## config.mk

```make
export PLATFORM = sky130hd
export DESIGN_NAME = modular_exponentiation_unit
export DESIGN_NICKNAME = d
export VERILOG_FILES = /design/src/rtl/modexp_pkg.sv /design/src/rtl/modular_exponentiation_unit.sv
export SDC_FILE = /design/constraint.sdc
export NUM_CORES = 1
export LEC_CHECK = 0
export BUFFER_PORTS_ARGS = -buffer_cell sky130_fd_sc_hd__buf_2
export CORE_MARGIN = 2
export CORE_UTILIZATION = 38
export CTS_CLUSTER_SIZE = 24
export DETAILED_ROUTE_END_ITERATION = 10
export PLACE_DENSITY = 0.65
export RECOVER_POWER = 50
export SLEW_MARGIN = 5
export SYNTH_ARGS = -nofsm -noshare
export SYNTH_HDL_FRONTEND = slang
export SYNTH_SLANG_ARGS = --single-unit
```

## constraint.sdc

```tcl
create_clock -name clock -period 10.7 [get_ports clock]
set_input_delay 1.605 -clock clock [delete_from_list [all_inputs] [get_ports clock]]
set_output_delay 1.605 -clock clock [all_outputs]
set_load 0.05 [all_outputs]
```

## src/rtl/modexp_pkg.sv

```systemverilog
// Shared types for the modular exponentiation unit.
package modexp_pkg;

   typedef enum logic [2:0] {
      ST_IDLE,
      ST_REDUCE,
      ST_DBL,
      ST_ADD,
      ST_FINISH
   } state_type;

   localparam int unsigned REG_MODULUS  = 0;
   localparam int unsigned REG_EXPONENT = 1;

endpackage

```

## src/rtl/modular_exponentiation_unit.sv

```systemverilog
// Modular exponentiation: message ^ exponent mod modulus by square-and-multiply.
// The message is first reduced mod modulus bit by bit, then for each of the EXP_WIDTH exponent bits
// one squaring and, for a set bit, one multiplication; a modular multiplication doubles once per
// multiplier bit and adds for each set bit on the shared modular adder. The result is registered
// once the result port is free. One item at a time; the next item is accepted once the result is
// registered, so a result stall also holds off the next item.
// Synchronous active-high reset: modulus = 1, exponent = 0, no item in flight.
module modular_exponentiation_unit #(
   parameter int WIDTH     = 32,
   parameter int EXP_WIDTH = 32,
   localparam int DATA_W   = ((WIDTH + 7) / 8) * 8,
   localparam int CSR_DW   = (WIDTH > 32 || EXP_WIDTH > 32) ? 64 : 32,
   localparam int CSR_AW   = (CSR_DW == 64) ? 4 : 3
) (
   input  logic              clock,
   input  logic              reset,
   // input item
   input  logic              req_tvalid,
   output logic              req_tready,
   input  logic [DATA_W-1:0] req_tdata,   // [WIDTH-1:0] message
   // result item
   output logic              rsp_tvalid,
   input  logic              rsp_tready,
   output logic [DATA_W-1:0] rsp_tdata,   // [WIDTH-1:0] power
   // register port
   input  logic              csr_psel,
   input  logic              csr_penable,
   input  logic              csr_pwrite,
   input  logic [CSR_AW-1:0] csr_paddr,
   input  logic [CSR_DW-1:0] csr_pwdata,
   output logic [CSR_DW-1:0] csr_prdata,
   output logic              csr_pready
);
   import modexp_pkg::*;

   localparam int CW  = (WIDTH > 1) ? $clog2(WIDTH) : 1;
   localparam int EW  = (EXP_WIDTH > 1) ? $clog2(EXP_WIDTH) : 1;
   localparam int ASH = (CSR_DW == 64) ? 3 : 2;

   state_type state_ff, state_in;

   logic [WIDTH-1:0]     modulus_ff, modulus_in;
   logic [EXP_WIDTH-1:0] exponent_ff, exponent_in;
   logic [WIDTH-1:0]     msg_ff, msg_in;
   logic [WIDTH-1:0]     base_ff, base_in;
   logic [WIDTH-1:0]     acc_ff, acc_in;
   logic [WIDTH-1:0]     prod_ff, prod_in;
   logic [CW-1:0]        cnt_ff, cnt_in;
   logic [EW-1:0]        ebit_ff, ebit_in;
   logic                 sq_ff, sq_in;
   logic                 rsp_valid_ff, rsp_valid_in;
   logic [WIDTH-1:0]     power_ff, power_in;

   // shared modular adder: (a + b + cin) mod n, for a < n and b < n
   logic [WIDTH-1:0] op_a, op_b;
   logic             op_cin;
   logic [WIDTH:0]   sum, diff;
   logic [WIDTH-1:0] unit_res;

   logic req_acc, rsp_free, last_bit, bbit, mult_done, do_mul, exp_done;
   logic csr_wr;
   logic [CSR_AW-ASH-1:0] csr_idx;

   assign csr_pready = 1'b1;
   assign csr_wr     = csr_psel & csr_penable & csr_pwrite;
   assign csr_idx    = csr_paddr[CSR_AW-1:ASH];

   always_comb begin
      csr_prdata = '0;
      case (csr_idx)
         (CSR_AW-ASH)'(REG_MODULUS):  csr_prdata = CSR_DW'(modulus_ff);
         (CSR_AW-ASH)'(REG_EXPONENT): csr_prdata = CSR_DW'(exponent_ff);
         default:                     csr_prdata = '0;
      endcase
   end

   always_comb begin
      modulus_in  = modulus_ff;
      exponent_in = exponent_ff;
      if (csr_wr && csr_idx == (CSR_AW-ASH)'(REG_MODULUS)) begin
         modulus_in = csr_pwdata[WIDTH-1:0];
      end
      if (csr_wr && csr_idx == (CSR_AW-ASH)'(REG_EXPONENT)) begin
         exponent_in = csr_pwdata[EXP_WIDTH-1:0];
      end
   end

   always_comb begin
      op_a   = '0;
      op_b   = '0;
      op_cin = 1'b0;
      case (state_ff)
         ST_REDUCE: begin
            op_a   = prod_ff;
            op_b   = prod_ff;
            op_cin = msg_ff[cnt_ff];
         end
         ST_DBL: begin
            op_a = prod_ff;
            op_b = prod_ff;
         end
         ST_ADD: begin
            op_a = prod_ff;
            op_b = sq_ff ? acc_ff : base_ff;
         end
         default: begin
            op_a = '0;
         end
      endcase
      sum      = {1'b0, op_a} + {1'b0, op_b} + (WIDTH+1)'(op_cin);
      diff     = sum - {1'b0, modulus_ff};
      unit_res = (sum >= {1'b0, modulus_ff}) ? diff[WIDTH-1:0] : sum[WIDTH-1:0];
   end

   assign req_tready = (state_ff == ST_IDLE);
   assign req_acc    = req_tvalid & req_tready;
   assign rsp_free   = ~rsp_valid_ff | rsp_tready;
   assign last_bit   = (cnt_ff == '0);
   assign bbit       = acc_ff[cnt_ff];
   // a multiplication ends on its last bit, after the add if that bit is set
   assign mult_done  = last_bit & ((state_ff == ST_ADD) | ((state_ff == ST_DBL) & ~bbit));
   assign do_mul     = sq_ff & exponent_ff[ebit_ff];
   assign exp_done   = (ebit_ff == '0);

   // next state
   always_comb begin
      state_in = state_ff;
      case (state_ff)
         ST_IDLE: begin
            if (req_acc) begin
               state_in = (modulus_ff == '0) ? ST_FINISH : ST_REDUCE;
            end
         end
         ST_REDUCE: begin
            if (last_bit) state_in = ST_DBL;
         end
         ST_DBL: begin
            if (bbit) begin
               state_in = ST_ADD;
            end else if (mult_done && !do_mul && exp_done) begin
               state_in = ST_FINISH;
            end else begin
               state_in = ST_DBL;
            end
         end
         ST_ADD: begin
            if (mult_done && !do_mul && exp_done) begin
               state_in = ST_FINISH;
            end else begin
               state_in = ST_DBL;
            end
         end
         ST_FINISH: begin
            if (rsp_free) state_in = ST_IDLE;
         end
         default: state_in = ST_IDLE;
      endcase
   end

   // datapath
   always_comb begin
      msg_in       = msg_ff;
      base_in      = base_ff;
      acc_in       = acc_ff;
      prod_in      = prod_ff;
      cnt_in       = cnt_ff;
      ebit_in      = ebit_ff;
      sq_in        = sq_ff;
      power_in     = power_ff;
      rsp_valid_in = rsp_valid_ff & ~rsp_tready;
      case (state_ff)
         ST_IDLE: begin
            if (req_acc) begin
               msg_in  = req_tdata[WIDTH-1:0];
               prod_in = '0;
               acc_in  = '0;
               cnt_in  = CW'(WIDTH - 1);
            end
         end
         ST_REDUCE: begin
            prod_in = unit_res;
            cnt_in  = cnt_ff - CW'(1);
            if (last_bit) begin
               base_in = unit_res;
               acc_in  = (modulus_ff == WIDTH'(1)) ? '0 : WIDTH'(1);
               prod_in = '0;
               cnt_in  = CW'(WIDTH - 1);
               ebit_in = EW'(EXP_WIDTH - 1);
               sq_in   = 1'b1;
            end
         end
         ST_DBL, ST_ADD: begin
            prod_in = unit_res;
            if (state_ff == ST_ADD || !bbit) begin
               cnt_in = cnt_ff - CW'(1);
            end
            if (mult_done) begin
               acc_in  = unit_res;
               prod_in = '0;
               cnt_in  = CW'(WIDTH - 1);
               if (do_mul) begin
                  sq_in = 1'b0;
               end else begin
                  sq_in   = 1'b1;
                  ebit_in = ebit_ff - EW'(1);
               end
            end
         end
         ST_FINISH: begin
            if (rsp_free) begin
               power_in     = acc_ff;
               rsp_valid_in = 1'b1;
            end
         end
         default: begin
            prod_in = prod_ff;
         end
      endcase
   end

   always_ff @(posedge clock) begin
      if (reset) begin
         state_ff     <= ST_IDLE;
         modulus_ff   <= WIDTH'(1);
         exponent_ff  <= '0;
         rsp_valid_ff <= 1'b0;
      end else begin
         state_ff     <= state_in;
         modulus_ff   <= modulus_in;
         exponent_ff  <= exponent_in;
         rsp_valid_ff <= rsp_valid_in;
      end
   end

   always_ff @(posedge clock) begin
      msg_ff   <= msg_in;
      base_ff  <= base_in;
      acc_ff   <= acc_in;
      prod_ff  <= prod_in;
      cnt_ff   <= cnt_in;
      ebit_ff  <= ebit_in;
      sq_ff    <= sq_in;
      power_ff <= power_in;
   end

   assign rsp_tvalid = rsp_valid_ff;
   assign rsp_tdata  = DATA_W'(power_ff);

endmodule

```

=== Word level (Yosys, flattened, before mapping) ===
Index checks and enable logic that the tools add are counted.

* Flip-flop bits (word level): 239
* Input port bits: 74
* Output and inout port bits: 67
* Logic and storage cells: 111

* $add $sub $neg: 5
* Magnitude comparators: 3
* Eq/ne operators: 11
* Multiplexer cells: 42
* Bitwise logic cells: 13
* Reductions and logical operators: 25

{| class="wikitable"
|+ Operators by type and width
! cell !! number
|-
| 32-bit two-way mux || 8
|-
| 32-bit one-hot mux with 3 select lines || 2
|-
| 32-bit one-hot mux with 2 select lines || 2
|-
| 5-bit two-way mux || 7
|-
| 32-bit by 32-bit adder with 33-bit output || 1
|-
| 33-bit by 1-bit adder with 33-bit output || 1
|-
| 33-bit by 32-bit >= comparator with 1-bit output || 1
|-
| 32-bit by 1-bit equality test with 1-bit output, second input constant || 1
|-
| 32-bit logical NOT || 1
|-
| 32-bit subtractor || 1
|-
| 3-bit two-way mux || 6
|-
| 1-bit binary-select mux with 5-bit select || 3
|-
| 3-bit one-hot mux with 5 select lines || 1
|-
| 5-bit one-hot mux with 3 select lines || 1
|-
| 5-bit by 6-bit < comparator with 1-bit output, second input constant || 2
|-
| 5-bit logical NOT || 2
|-
| 1-bit two-way mux || 10
|-
| 5-bit one-hot mux with 2 select lines || 1
|-
| 5-bit by 1-bit subtractor with 5-bit output, second input constant || 2
|-
| 3-bit AND reduction || 3
|-
| 2-bit != test, second input constant || 4
|-
| 2-bit AND reduction || 4
|-
| 4-bit AND reduction || 2
|-
| 1-bit AND || 7
|-
| other kinds (16) || 26
|}

=== Longest topological paths before layout ===
Gate-level depths: netlist of the first run.

* Depth in word-level cells: 11
* Depth in mapped cells: 28
* Mapped depth without buffers: 24

=== Worst setup path before layout of the first run ===
OpenSTA, ideal clock, no wires.

* Kind: register to register
* Start point: register cnt_ff[0]
* End point: register prod_ff[24] (data pin)
* Setup time: 265 ps
* Arrival: 6,565 ps
* Required time: 10,435 ps
* Path slack: 3,870 ps
* Cell stages (with the launch flop): 27
* Buffers on the path: 4
* Period minus slack after synthesis: 6,830 ps
* Path through: edfxtp_1 > buf_2 > clkbuf_1 > mux4_2 > mux4_2 > mux2_2 > nand2_1 > fa_1 > fa_1 > nor2b_1 > o211ai_1 > a31oi_2 > a311oi_2 > or4_1 > and3_1 > o311ai_2 > ha_1 > a21o_1 > a21oi_1 > o21ai_0 > a2111oi_1 > a311oi_2 > or2_1 > buf_6 > buf_8 > mux2i_2 > nor2_1

* Longest elaborated chain between the ends: 8
* Elaborated cells on any way between the ends: 17
* Those cells by class: 2 x add/sub; 1 x order compare; 9 x mux; 4 x bitwise; 1 x reduce/logical

{| class="wikitable"
|+ Ends and longest elaborated chain
! what !! RTL line !! RTL
|-
| from (decl) || modular_exponentiation_unit.sv:48 || <nowiki>logic [CW-1:0] cnt_ff, cnt_in;</nowiki>
|-
| from (signal assigned) || modular_exponentiation_unit.sv:240 || <nowiki>cnt_ff <= cnt_in;</nowiki>
|-
| 1-bit binary-select mux with 5-bit select, on equally long branches || modular_exponentiation_unit.sv:96, modular_exponentiation_unit.sv:119 ||
|-
| 1-bit two-way mux, on equally long branches || modular_exponentiation_unit.sv:96, modular_exponentiation_unit.sv:119 ||
|-
| 1-bit two-way mux or 1-bit NOT (tied branches) || modular_exponentiation_unit.sv:92, modular_exponentiation_unit.sv:121 ||
|-
| 33-bit by 1-bit adder with 33-bit output or 1-bit AND (tied branches) || modular_exponentiation_unit.sv:110, modular_exponentiation_unit.sv:121 ||
|-
| 32-bit subtractor, or another cell as far along || modular_exponentiation_unit.sv:111 || <nowiki>diff = sum - {1'b0, modulus_ff};</nowiki>
|-
| 32-bit two-way mux or 1-bit AND (tied branches) || modular_exponentiation_unit.sv:112, modular_exponentiation_unit.sv:121 ||
|-
| 32-bit two-way mux, on equally long branches || modular_exponentiation_unit.sv:197, modular_exponentiation_unit.sv:183 ||
|-
| 32-bit one-hot mux with 3 select lines (*) || modular_exponentiation_unit.sv:171 || <nowiki>case (state_ff)</nowiki>
|-
| named net prod_in[24] || modular_exponentiation_unit.sv:47 || <nowiki>logic [WIDTH-1:0] prod_ff, prod_in;</nowiki>
|-
| to (signal assigned) || modular_exponentiation_unit.sv:239 || <nowiki>prod_ff <= prod_in;</nowiki>
|-
| to (decl) || modular_exponentiation_unit.sv:47 ||
|}

The timed path passes the listed nets; every way through them passes the cells marked *. The select of a mux whose other input is x is not followed.
A chain may end at the register's enable or synchronous reset.

=== Worst setup path after layout of the first run ===
* Start point: register cnt_ff[1]
* End point: register prod_ff[8] (data pin)

The elaborated chain is that of the path after synthesis.

==> results of run 1 <==
-- layout make-up --
class,count,area [um^2],area share (%)
multi-input cells,1093,7200,44.0
flip-flops and latches,239,6500,39.7
clock buffers,44,828,5.06
repair buffers,153,744,4.55
well taps,511,639,3.90
inverters,117,439,2.68
clock inverters,4,31.3,0.191
-- metrics by stage --
step | std cells | hold slack (ps)
floorplan | 1530 | 444
global route | 2161 | 490
CTS | 2161 | 467
finish | 2161 | 467
global placement | 2113 | 455
detailed placement | 2113 | 459
-- critical path, stage by stage, from the launching register on --
cell	delay, ps
edfxtp_1	1000
mux4_2	380
mux4_2	260
mux2_2	170
nand2_1	70
fa_1	430
fa_1	430
nor2b_1	180
o211ai_1	140
a31oi_2	280
a311oi_2	240
or4_1	640
and3_1	200
o311ai_2	420
ha_1	330
a21oi_1	140
o221ai_1	250
o21ai_0	130
nand2b_1	90
a21oi_1	90
a311oi_2	650
or2_1	370
buf_4	430
mux2i_1	530
nor2_1	100
-- how the worst max path moves through the flow --
stage,startpoint,end,slack (ps),cells after the start
after floorplan,cnt_ff[0]$_DFFE_PP_,prod_ff[24]$_DFFE_PP_,3870,26
after global placement,cnt_ff[1]$_DFFE_PP_,prod_ff[16]$_DFFE_PP_,2520,23
after detailed placement,cnt_ff[1]$_DFFE_PP_,prod_ff[16]$_DFFE_PP_,2440,24
after CTS,cnt_ff[1]$_DFFE_PP_,prod_ff[16]$_DFFE_PP_,2430,24
after global routing,cnt_ff[1]$_DFFE_PP_,prod_ff[10]$_DFFE_PP_,1950,23
final,cnt_ff[1]$_DFFE_PP_,prod_ff[8]$_DFFE_PP_,2440,24
-- sequential cells by signal, summed over array words and instances (netlist names) --
signal,count
acc_ff,32
base_ff,32
cnt_ff,5
ebit_ff,5
exponent_ff,32
modulus_ff,32
msg_ff,32
prod_ff,32
rsp_tdata,32
rsp_tvalid,1
sq_ff,1
state_ff,3
-- synthesized netlist by cell type (16+ instances only) --
cell type / count / area [um^2]
nand4_1: 18 / 113
a31oi_1: 17 / 106
o21ai_0: 82 / 410
xnor2_1: 33 / 289
nand3_1: 19 / 95.1
dfxtp_1: 68 / 1360
a21o_1: 24 / 180
inv_1: 117 / 439
nor2_1: 115 / 432
ha_1: 65 / 813
a21oi_1: 137 / 686
and2_1: 16 / 100
o22ai_1: 23 / 144
xor2_1: 21 / 184
edfxtp_1: 171 / 5130
mux4_2: 23 / 518
nor3_1: 22 / 110
nand2_1: 248 / 931
clkbuf_1: 59 / 221
mux2i_1: 52 / 521
-- metal layers --
| metal | up-vias | GRT usage [%] |
|---|---|---|
| met4 | 0 | 4.39 |
| met2 | 416 | 31.0 |
| met1 | 5525 | 29.5 |
| li1 | 5663 | - |
| met5 | - | 0 |
| met3 | 39 | 2.03 |
-- power breakdown --
part	internal (W)	total (W)	switching (W)	leakage, nW
Clock	0.000526	0.000892	0.000366	0.436
Combinational	0.00105	0.00285	0.00180	4.19
Sequential	0.00128	0.00136	0.0000799	2.18
Total	0.00285	0.00510	0.00224	6.81
-- cells by family after synthesis --
family | synth area share (%)
and+or+nand+nor | 15.1
buffers and inverters | 5.43
xor gates and xnor gates | 3.27
muxes | 8.86
DFF | 44.9
adders and majority gates | 6.04
other | 0.0259
AOI/OAI and AO/OA | 16.3
==> results_dict.tcl, run 1 <==
set metrics [dict create \
    setup_violations 0 \
    synth_area_um2 14500 \
    final_common_cell "nand2_1" \
    ys_types 80 \
    min_from "exponent_ff[3]$_SDFFE_PP0P_" \
    antenna_cells 0 \
    whs_path_depth 2 \
    crit_path_start_kind "register" \
    antenna_found_initial 0 \
    grt_pass1_wl_mm 61.1 \
    fin_setup_tns_ps 0 \
    clk_path_buf_depth 3 \
    track_usage_pct 19.8 \
    grt_pass1_vias 10971 \
    cts_resized 0 \
    io_buffers 137 \
    drt_iter0_drc 819 \
    tightest_slew_ps 3030 \
    synthCells 1530 \
    dp_hpwl_mm 29.5 \
    critPathMaxFanout 23 \
    ant_nets 0 \
    setup_slack_ps 2440 \
    rsz0062_at_grt "false" \
    layout.nets 1772 \
    post-route-drc-count 0 \
    finalMaxSlewViolations 201 \
    first_pass_iters 5 \
    yosysWarnings 0 \
    worstRegToRegCells 24 \
    post_cts_buffers 0 \
    grt_max_degree 69 \
    max_freq_mhz 121 \
    hold_buffers 0 \
    clk_pin_slew_ps 60 \
    core-area_um2 37600 \
    ir_drop_uv 184 \
    cap_violations 5 \
    power_density_nw_per_um2 311 \
    syn-num-nets 1672 \
    arrival_ps 8520 \
    criticalPathCategory "reg2reg" \
    root_buffer "clkbuf_16" \
    synth_ff_type "edfxtp_1" \
    start_util_pct 38.5 \
    skew_ps 15.9 \
    place_congestion 0.910 \
    dieArea_um2 39600 \
    fin_crit_sh_pct 77.2 \
    synth_edf_count 171 \
    synthArstFlopShare_pct 0 \
    cts_buffers 26 \
    ioPinCount 141 \
    fin_area_um2 16400 \
    end_kind "register" \
    h-tree-depth 1 \
    die_height_um 199 \
    required_ps 10960 \
    top_layer_used "met4" \
    cts_sinks 239 \
    fin_util_pct 43.6 \
    via_per_inst 5.39 \
    overflow 0 \
    r2r_slack_ps 2440 \
    dr_wl_met2_mm 17.7 \
    slew-limit-headroom_pct -102 \
    most-common-layout-cells "248 x nand2_1, 171 x edfxtp_1, 137 x a21oi_1" \
    met1_length_mm 18.6 \
    finalWirelength_mm 39.8 \
    synth_seq_area_share_pct 44.9 \
    pre_cts_ws_ps 2440 \
    hold_class "reg2reg" \
    row_count 71 \
    r2r-start "cnt_ff[1]$_DFFE_PP_" \
    place_area_um2 15600 \
    vias 11643 \
    min_period_ps 8260 \
    fillCellCount 3682 \
    area_delta_synth_final_pct 13.3 \
    drive_above_1_share_pct 13.5 \
    insertion_delay_ps 550 \
    met3_length_mm 2.83 \
    wl_per_cell_um 18.4 \
    syn_area_per_cell_um2 9.45 \
    die_w_um 199 \
    hold_violations 0 \
    reg2reg_to "prod_ff[8]$_DFFE_PP_" \
    status "complete, but fails checks" \
    min_to "exponent_ff[3]$_SDFFE_PP0P_" \
    failed_checks "max-capacitance violations, max-slew violations" \
    yosys_register_bits 239 \
    total_power_w 0.00510 \
    cts_tree "done" \
    p_leak_nw 6.81 \
]
(Power assumes the default switching activity.)
==> inputs of run 2 (changes only) <==
PLACE_DENSITY = 0.67   (was 0.65)
clock period = 6.95 ns   (was 10.7 ns; I/O delays follow)
==> run 2 against run 1 <==
Effect of this change: the run still ends with max-capacitance violations, max-slew violations left; global-route usage rose by 0.31 points; critical endpoint is now prod_ff[16]$_DFFE_PP_; sequential cell count did not move; routed wire length rose by 1.8%; via count rose by 2.2%; fmax rose by 24%; final area rose by 2.3%.
==> results_dict.tcl, run 2 (same netlist as run 1, synthesis figures left out) <==
set metrics [dict create \
    ioPinCount 141 \
    power.share.clock_pct 16.9 \
    clk_path_buf_depth 3 \
    required_ps 7230 \
    finalWirelength_mm 40.5 \
    rsz0062_at_grt "false" \
    dieArea_um2 39600 \
    fin_area_um2 16800 \
    place_area_um2 15800 \
    status "complete, but fails checks" \
    final_common_cell "nand2_1" \
    min_period_ps 6690 \
    failed_checks "max-capacitance violations, max-slew violations" \
    criticalPathCategory "reg2reg" \
    critPathMaxFanout 29 \
    p_seq_share_pct 24.9 \
    cts_tree "done" \
    antenna_cells 0 \
    fin_util_pct 44.6 \
    max_freq_mhz 150 \
    layout.nets 1806 \
    area_delta_synth_final_pct 15.9 \
    crit_top_cell "buf_4" \
    intPower_w 0.00475 \
    row_count 71 \
    cts_buffers 27 \
    setup_violations 0 \
    hold_violations 0 \
    critPathSlowestCell "or4_4" \
    end_kind "register" \
    insertion_delay_ps 560 \
    core-area_um2 37600 \
    grt_pass1_vias 11306 \
    most-common-layout-cells "248 x nand2_1, 171 x edfxtp_1, 135 x a21oi_1" \
    cts_sinks 239 \
    combPwrFrac_pct 58.1 \
    wl_per_cell_um 18.4 \
    sw_frac_of_total_pct 43.2 \
    place_congestion 0.943 \
    track_usage_pct 20.1 \
    grt_max_degree 69 \
    slew-limit-headroom_pct -106 \
    die_height_um 199 \
    die_w_um 199 \
    fin_setup_tns_ps 0 \
    grt_pass1_wl_mm 62.3 \
    clk_pin_slew_ps 60 \
    crit_path_start_kind "register" \
    tightest_slew_ps 3090 \
    cap_violations 4 \
    p_leak_nw 6.99 \
    slowest_delay_ps 550 \
    first_pass_iters 6 \
    hold_class "reg2reg" \
    finalMaxSlewViolations 166 \
    vias 11895 \
    start_util_pct 38.5 \
    root_buffer "clkbuf_16" \
    drive_above_1_share_pct 16.0 \
    switching_power_w 0.00361 \
    dp_hpwl_mm 30.2 \
    power_density_nw_per_um2 499 \
    ant_nets 0 \
    ir_drop_uv 414 \
    drt_iter0_drc 1050 \
    arrival_ps 6960 \
    via_per_inst 5.42 \
    h-tree-depth 1 \
    antenna_found_initial 0 \
    io_buffers 137 \
    post-route-drc-count 0 \
    overflow 0 \
    skew_ps 14.0 \
    fin_crit_sh_pct 96.2 \
]
run 2: worst paths after layout:
| path | startpoint | endpoint | slack, ps | cells after the start |
|---|---|---|---|---|
| worst min-delay path | exponent_ff[12]$_SDFFE_PP0P_ | exponent_ff[12]$_SDFFE_PP0P_ | 470 | 2 |
| worst min register to register | exponent_ff[12]$_SDFFE_PP0P_ | exponent_ff[12]$_SDFFE_PP0P_ | 470 | 2 |
| worst max-delay path | cnt_ff[0]$_DFFE_PP_ | prod_ff[16]$_DFFE_PP_ | 260 | 29 |
| worst max register to register | cnt_ff[0]$_DFFE_PP_ | prod_ff[16]$_DFFE_PP_ | 260 | 29 |
run 2: repair_timing:
action / in CTS / in global routing
hold buffers: 0 / 0
setup endpoints to repair: 0 / 93
buffers inserted: 0 / 3
gates resized for setup: 0 / 18
run 2: worst max-delay path: cells and delay by family, from the launching register on:
| kind | cells | cell delay [ps] |
|---|---|---|
| XOR/XNOR | 1 | 200 |
| flip-flops | 1 | 390 |
| adder cells (fa/ha/maj) | 3 | 1250 |
| buffers and inverters | 5 | 950 |
| AO/OA/AOI/OAI | 8 | 1160 |
| multiplexers | 4 | 1020 |
| AND/OR/NAND/NOR | 8 | 1430 |
run 2: layer usage:
| layer | share of wire, % | GRT usage [%] | up-vias |
|---|---|---|---|
| met3 | 7.6 | 2.58 | 54 |
| met5 | 0 | 0 | - |
| met4 | 2.1 | 5.28 | 0 |
| li1 | - | - | 5744 |
| met2 | 44 | 31.2 | 475 |
| met1 | 46 | 29.6 | 5622 |
run 2: power groups by stage:
stage / clock network, W / logic, W / registers (W)
after floorplan: 0 / 0.00329 / 0.00205
after global placement: 0 / 0.00459 / 0.00210
after detailed placement: 0 / 0.00466 / 0.00212
after CTS: 0.00144 / 0.00468 / 0.00209
after global routing: 0.00149 / 0.00531 / 0.00211
final: 0.00142 / 0.00486 / 0.00208
run 2: cell type report:
type                            count  area, um^2
Fill cell                        3623       20800
Inverter                          117         439
Clock buffer                       35         777
Clock inverter                     15         108
Sequential cell                   239        6500
Timing Repair Buffer              186        1020
Multi-Input combinational cell   1093        7280
Tap cell                          511         639
run 2: per-stage QoR:
step / setup WS, ps / hold slack, ps / power (W) / std cells
global route: 23.7 / 492 / 0.00891 / 2196
global placement: 114 / 455 / 0.00669 / 2143
detailed placement: 86.3 / 457 / 0.00677 / 2143
CTS: 53.9 / 470 / 0.00821 / 2193
finish: 263 / 469 / 0.00836 / 2196
floorplan: 120 / 444 / 0.00534 / 1530
==> inputs of run 3 (changes only) <==
ABC_AREA = 1   (was not set)
==> run 3 against run 2 <==
Effect of this change: the flow still finishes with violations (max-capacitance violations, max-slew violations); final area rose by 2.5%; critical path depth is 3 higher; non-clock buffer count decreased by 30; register-to-register slack improved by 350 ps; die area is 4.9% higher.
==> results_dict.tcl, run 3 <==
set metrics [dict create \
    status "complete, but fails checks" \
    failed_checks "max-capacitance violations, max-slew violations" \
    end_kind "register" \
    via_per_inst 5.15 \
    synth_top_cells_by_area "edfxtp_1 34%, nand2_1 9.1%, dfxtp_1 9.0%, nor2_1 6.7%, inv_1 6.6%" \
    row_count 73 \
    core-area_um2 39500 \
    synth_seq_area_share_pct 42.8 \
    root_buffer "clkbuf_16" \
    grt_pass1_wl_mm 69.9 \
    post_cts_buffers 0 \
    crit_path_start_kind "register" \
    final_common_cell "nand2_1" \
    syn_area_per_cell_um2 7.61 \
    dp_hpwl_mm 34.7 \
    criticalPathCategory "reg2reg" \
    fillCellCount 4030 \
    drt_iter0_drc 1016 \
    setup_violations 0 \
    grt_pass1_vias 13151 \
    vias 13646 \
    hold_class "reg2reg" \
    area_delta_synth_final_pct 13.1 \
    synth_area_um2 15200 \
    met2_usage_pct 34.8 \
    syn-num-nets 2138 \
    cts_sinks 239 \
    most-common-layout-cells "370 x nand2_1, 268 x inv_1, 268 x nor2_1" \
    clk_pin_slew_ps 60 \
    slowest_delay_ps 550 \
    max_freq_mhz 158 \
    drive_above_1_share_pct 11.9 \
    layout.nets 2248 \
    arrival_ps 6630 \
    fin_crit_sh_pct 91.2 \
    dieArea_um2 41600 \
    hold_violations 0 \
    synthTopCellsByCount "370 x nand2_1, 271 x nor2_1, 267 x inv_1" \
    finalWirelength_mm 44.4 \
    crit_top_cell "inv_1" \
    cap_violations 5 \
    critPathSlowestCell "nor3_1" \
    synth.top_cell.area_share_pct 33.8 \
    synth.most_common_cell "nand2_1" \
    antenna_found_initial 0 \
    start_util_pct 38.4 \
    wl_per_cell_um 16.8 \
    yosys_register_bits 239 \
    hold_buffers 0 \
    tightest_slew_ps 2880 \
    track_usage_pct 21.2 \
    rsz0062_at_grt "false" \
    overflow 0 \
    first_pass_iters 5 \
    finalMaxSlewViolations 215 \
    die_w_um 204 \
    required_ps 7240 \
    synth_edf_count 171 \
    slew-limit-headroom_pct -91.7 \
    met1_usage_pct 29.4 \
    skew_ps 11.7 \
    antenna_cells 0 \
    yosysWarnings 0 \
    synthCells 1996 \
    synth_ff_type "edfxtp_1" \
    use_met3_pct 2.76 \
    post-route-drc-count 0 \
    critPathMaxFanout 34 \
    cts_resized 0 \
    cts_buffers 27 \
    min_period_ps 6340 \
    ioPinCount 141 \
    critical_path.top_delay_family "simple AND/OR/NAND/NOR gates" \
    ys_types 43 \
    synth.largest_area_cell "edfxtp_1" \
    die_height_um 204 \
    place_congestion 0.918 \
    io_buffers 137 \
    grt_busiest_layer "met2" \
    fin_setup_tns_ps 0 \
    insertion_delay_ps 560 \
    critPathBufInv 8 \
    ant_nets 0 \
    h-tree-depth 1 \
    cts_tree "done" \
    synthArstFlopShare_pct 0 \
    clk_path_buf_depth 3 \
    grt_max_degree 67 \
]
==> run 3: cell types whose count changed after synthesis, moves of 43 or more <==
cell	change
o21ai_0	+113
nand3_1	+115
nor2_1	+156
nand2_2	+43
mux2i_1	-52
inv_1	+150
nand2_1	+122
==> run 3: path summary, 6_finish.rpt <==
path / startpoint / end / slack (ps) / depth (start not counted)
worst min register to register: acc_ff[20]$_DFFE_PP_ / rsp_tdata[20]$_DFFE_PP_ / 470 / 0
worst max-delay path: state_ff[0]$_SDFFE_PP0P_ / prod_ff[20]$_DFFE_PP_ / 610 / 32
worst max register to register: state_ff[0]$_SDFFE_PP0P_ / prod_ff[20]$_DFFE_PP_ / 610 / 32
worst min-delay path: acc_ff[20]$_DFFE_PP_ / rsp_tdata[20]$_DFFE_PP_ / 470 / 0
==> run 3: kinds of logic after synthesis <==
family,share of synthesized area (%)
AND/OR/NAND/NOR,26.4
AO/OA/AOI/OAI,13.7
buffers and inverters,9.03
flip-flops,42.8
adder cells (fa/ha/maj),5.75
XOR/XNOR,2.31
other,0.0247
==> run 3: cell type report <==
type                            instances  area [um^2]  area share, %
Sequential cell                       239         6500           37.8
Multi-Input combinational cell       1410         7340           42.7
Clock inverter                         16          149          0.867
Inverter                              272         1020           5.94
Tap cell                              525          657           3.82
Clock buffer                           33          751           4.37
Timing Repair Buffer                  156          769           4.48
==> run 3: worst register-to-register path, delay by kind of cell, from the launching register on <==
kind / cells / cell delay (ps)
buffers and inverters: 8 / 910
AO/OA/AOI/OAI: 4 / 630
flip-flops: 1 / 350
adder cells (fa/ha/maj): 3 / 1180
AND/OR/NAND/NOR: 17 / 3020
==> run 3: routing by layer <==
layer / up-vias / part of all wire [%]
met4: 0 / 2.4
li1: 6809 / -
met5: - / 0
met1: 6337 / 46
met2: 445 / 45
met3: 55 / 6.8
==> run 3: through the flow <==
stage / setup WS (ps) / util (%) / std cells / hold WS [ps] / cell area, um^2
2_1_floorplan: 1470 / - / 1996 / 442 / 15200
3_3_place_gp: 845 / 41.3 / 2602 / 456 / 16300
3_5_place_dp: 741 / 41.3 / 2602 / 462 / 16300
4_1_cts: 746 / 43.6 / 2651 / 474 / 17200
5_1_grt: 36.4 / 43.4 / 2651 / 489 / 17200
6_report: 614 / 43.4 / 2651 / 474 / 17200
Power of run 3 is left out: the tool's default activity adds up to more than one toggle a clock period on the data nets, which glitch-free logic cannot reach.
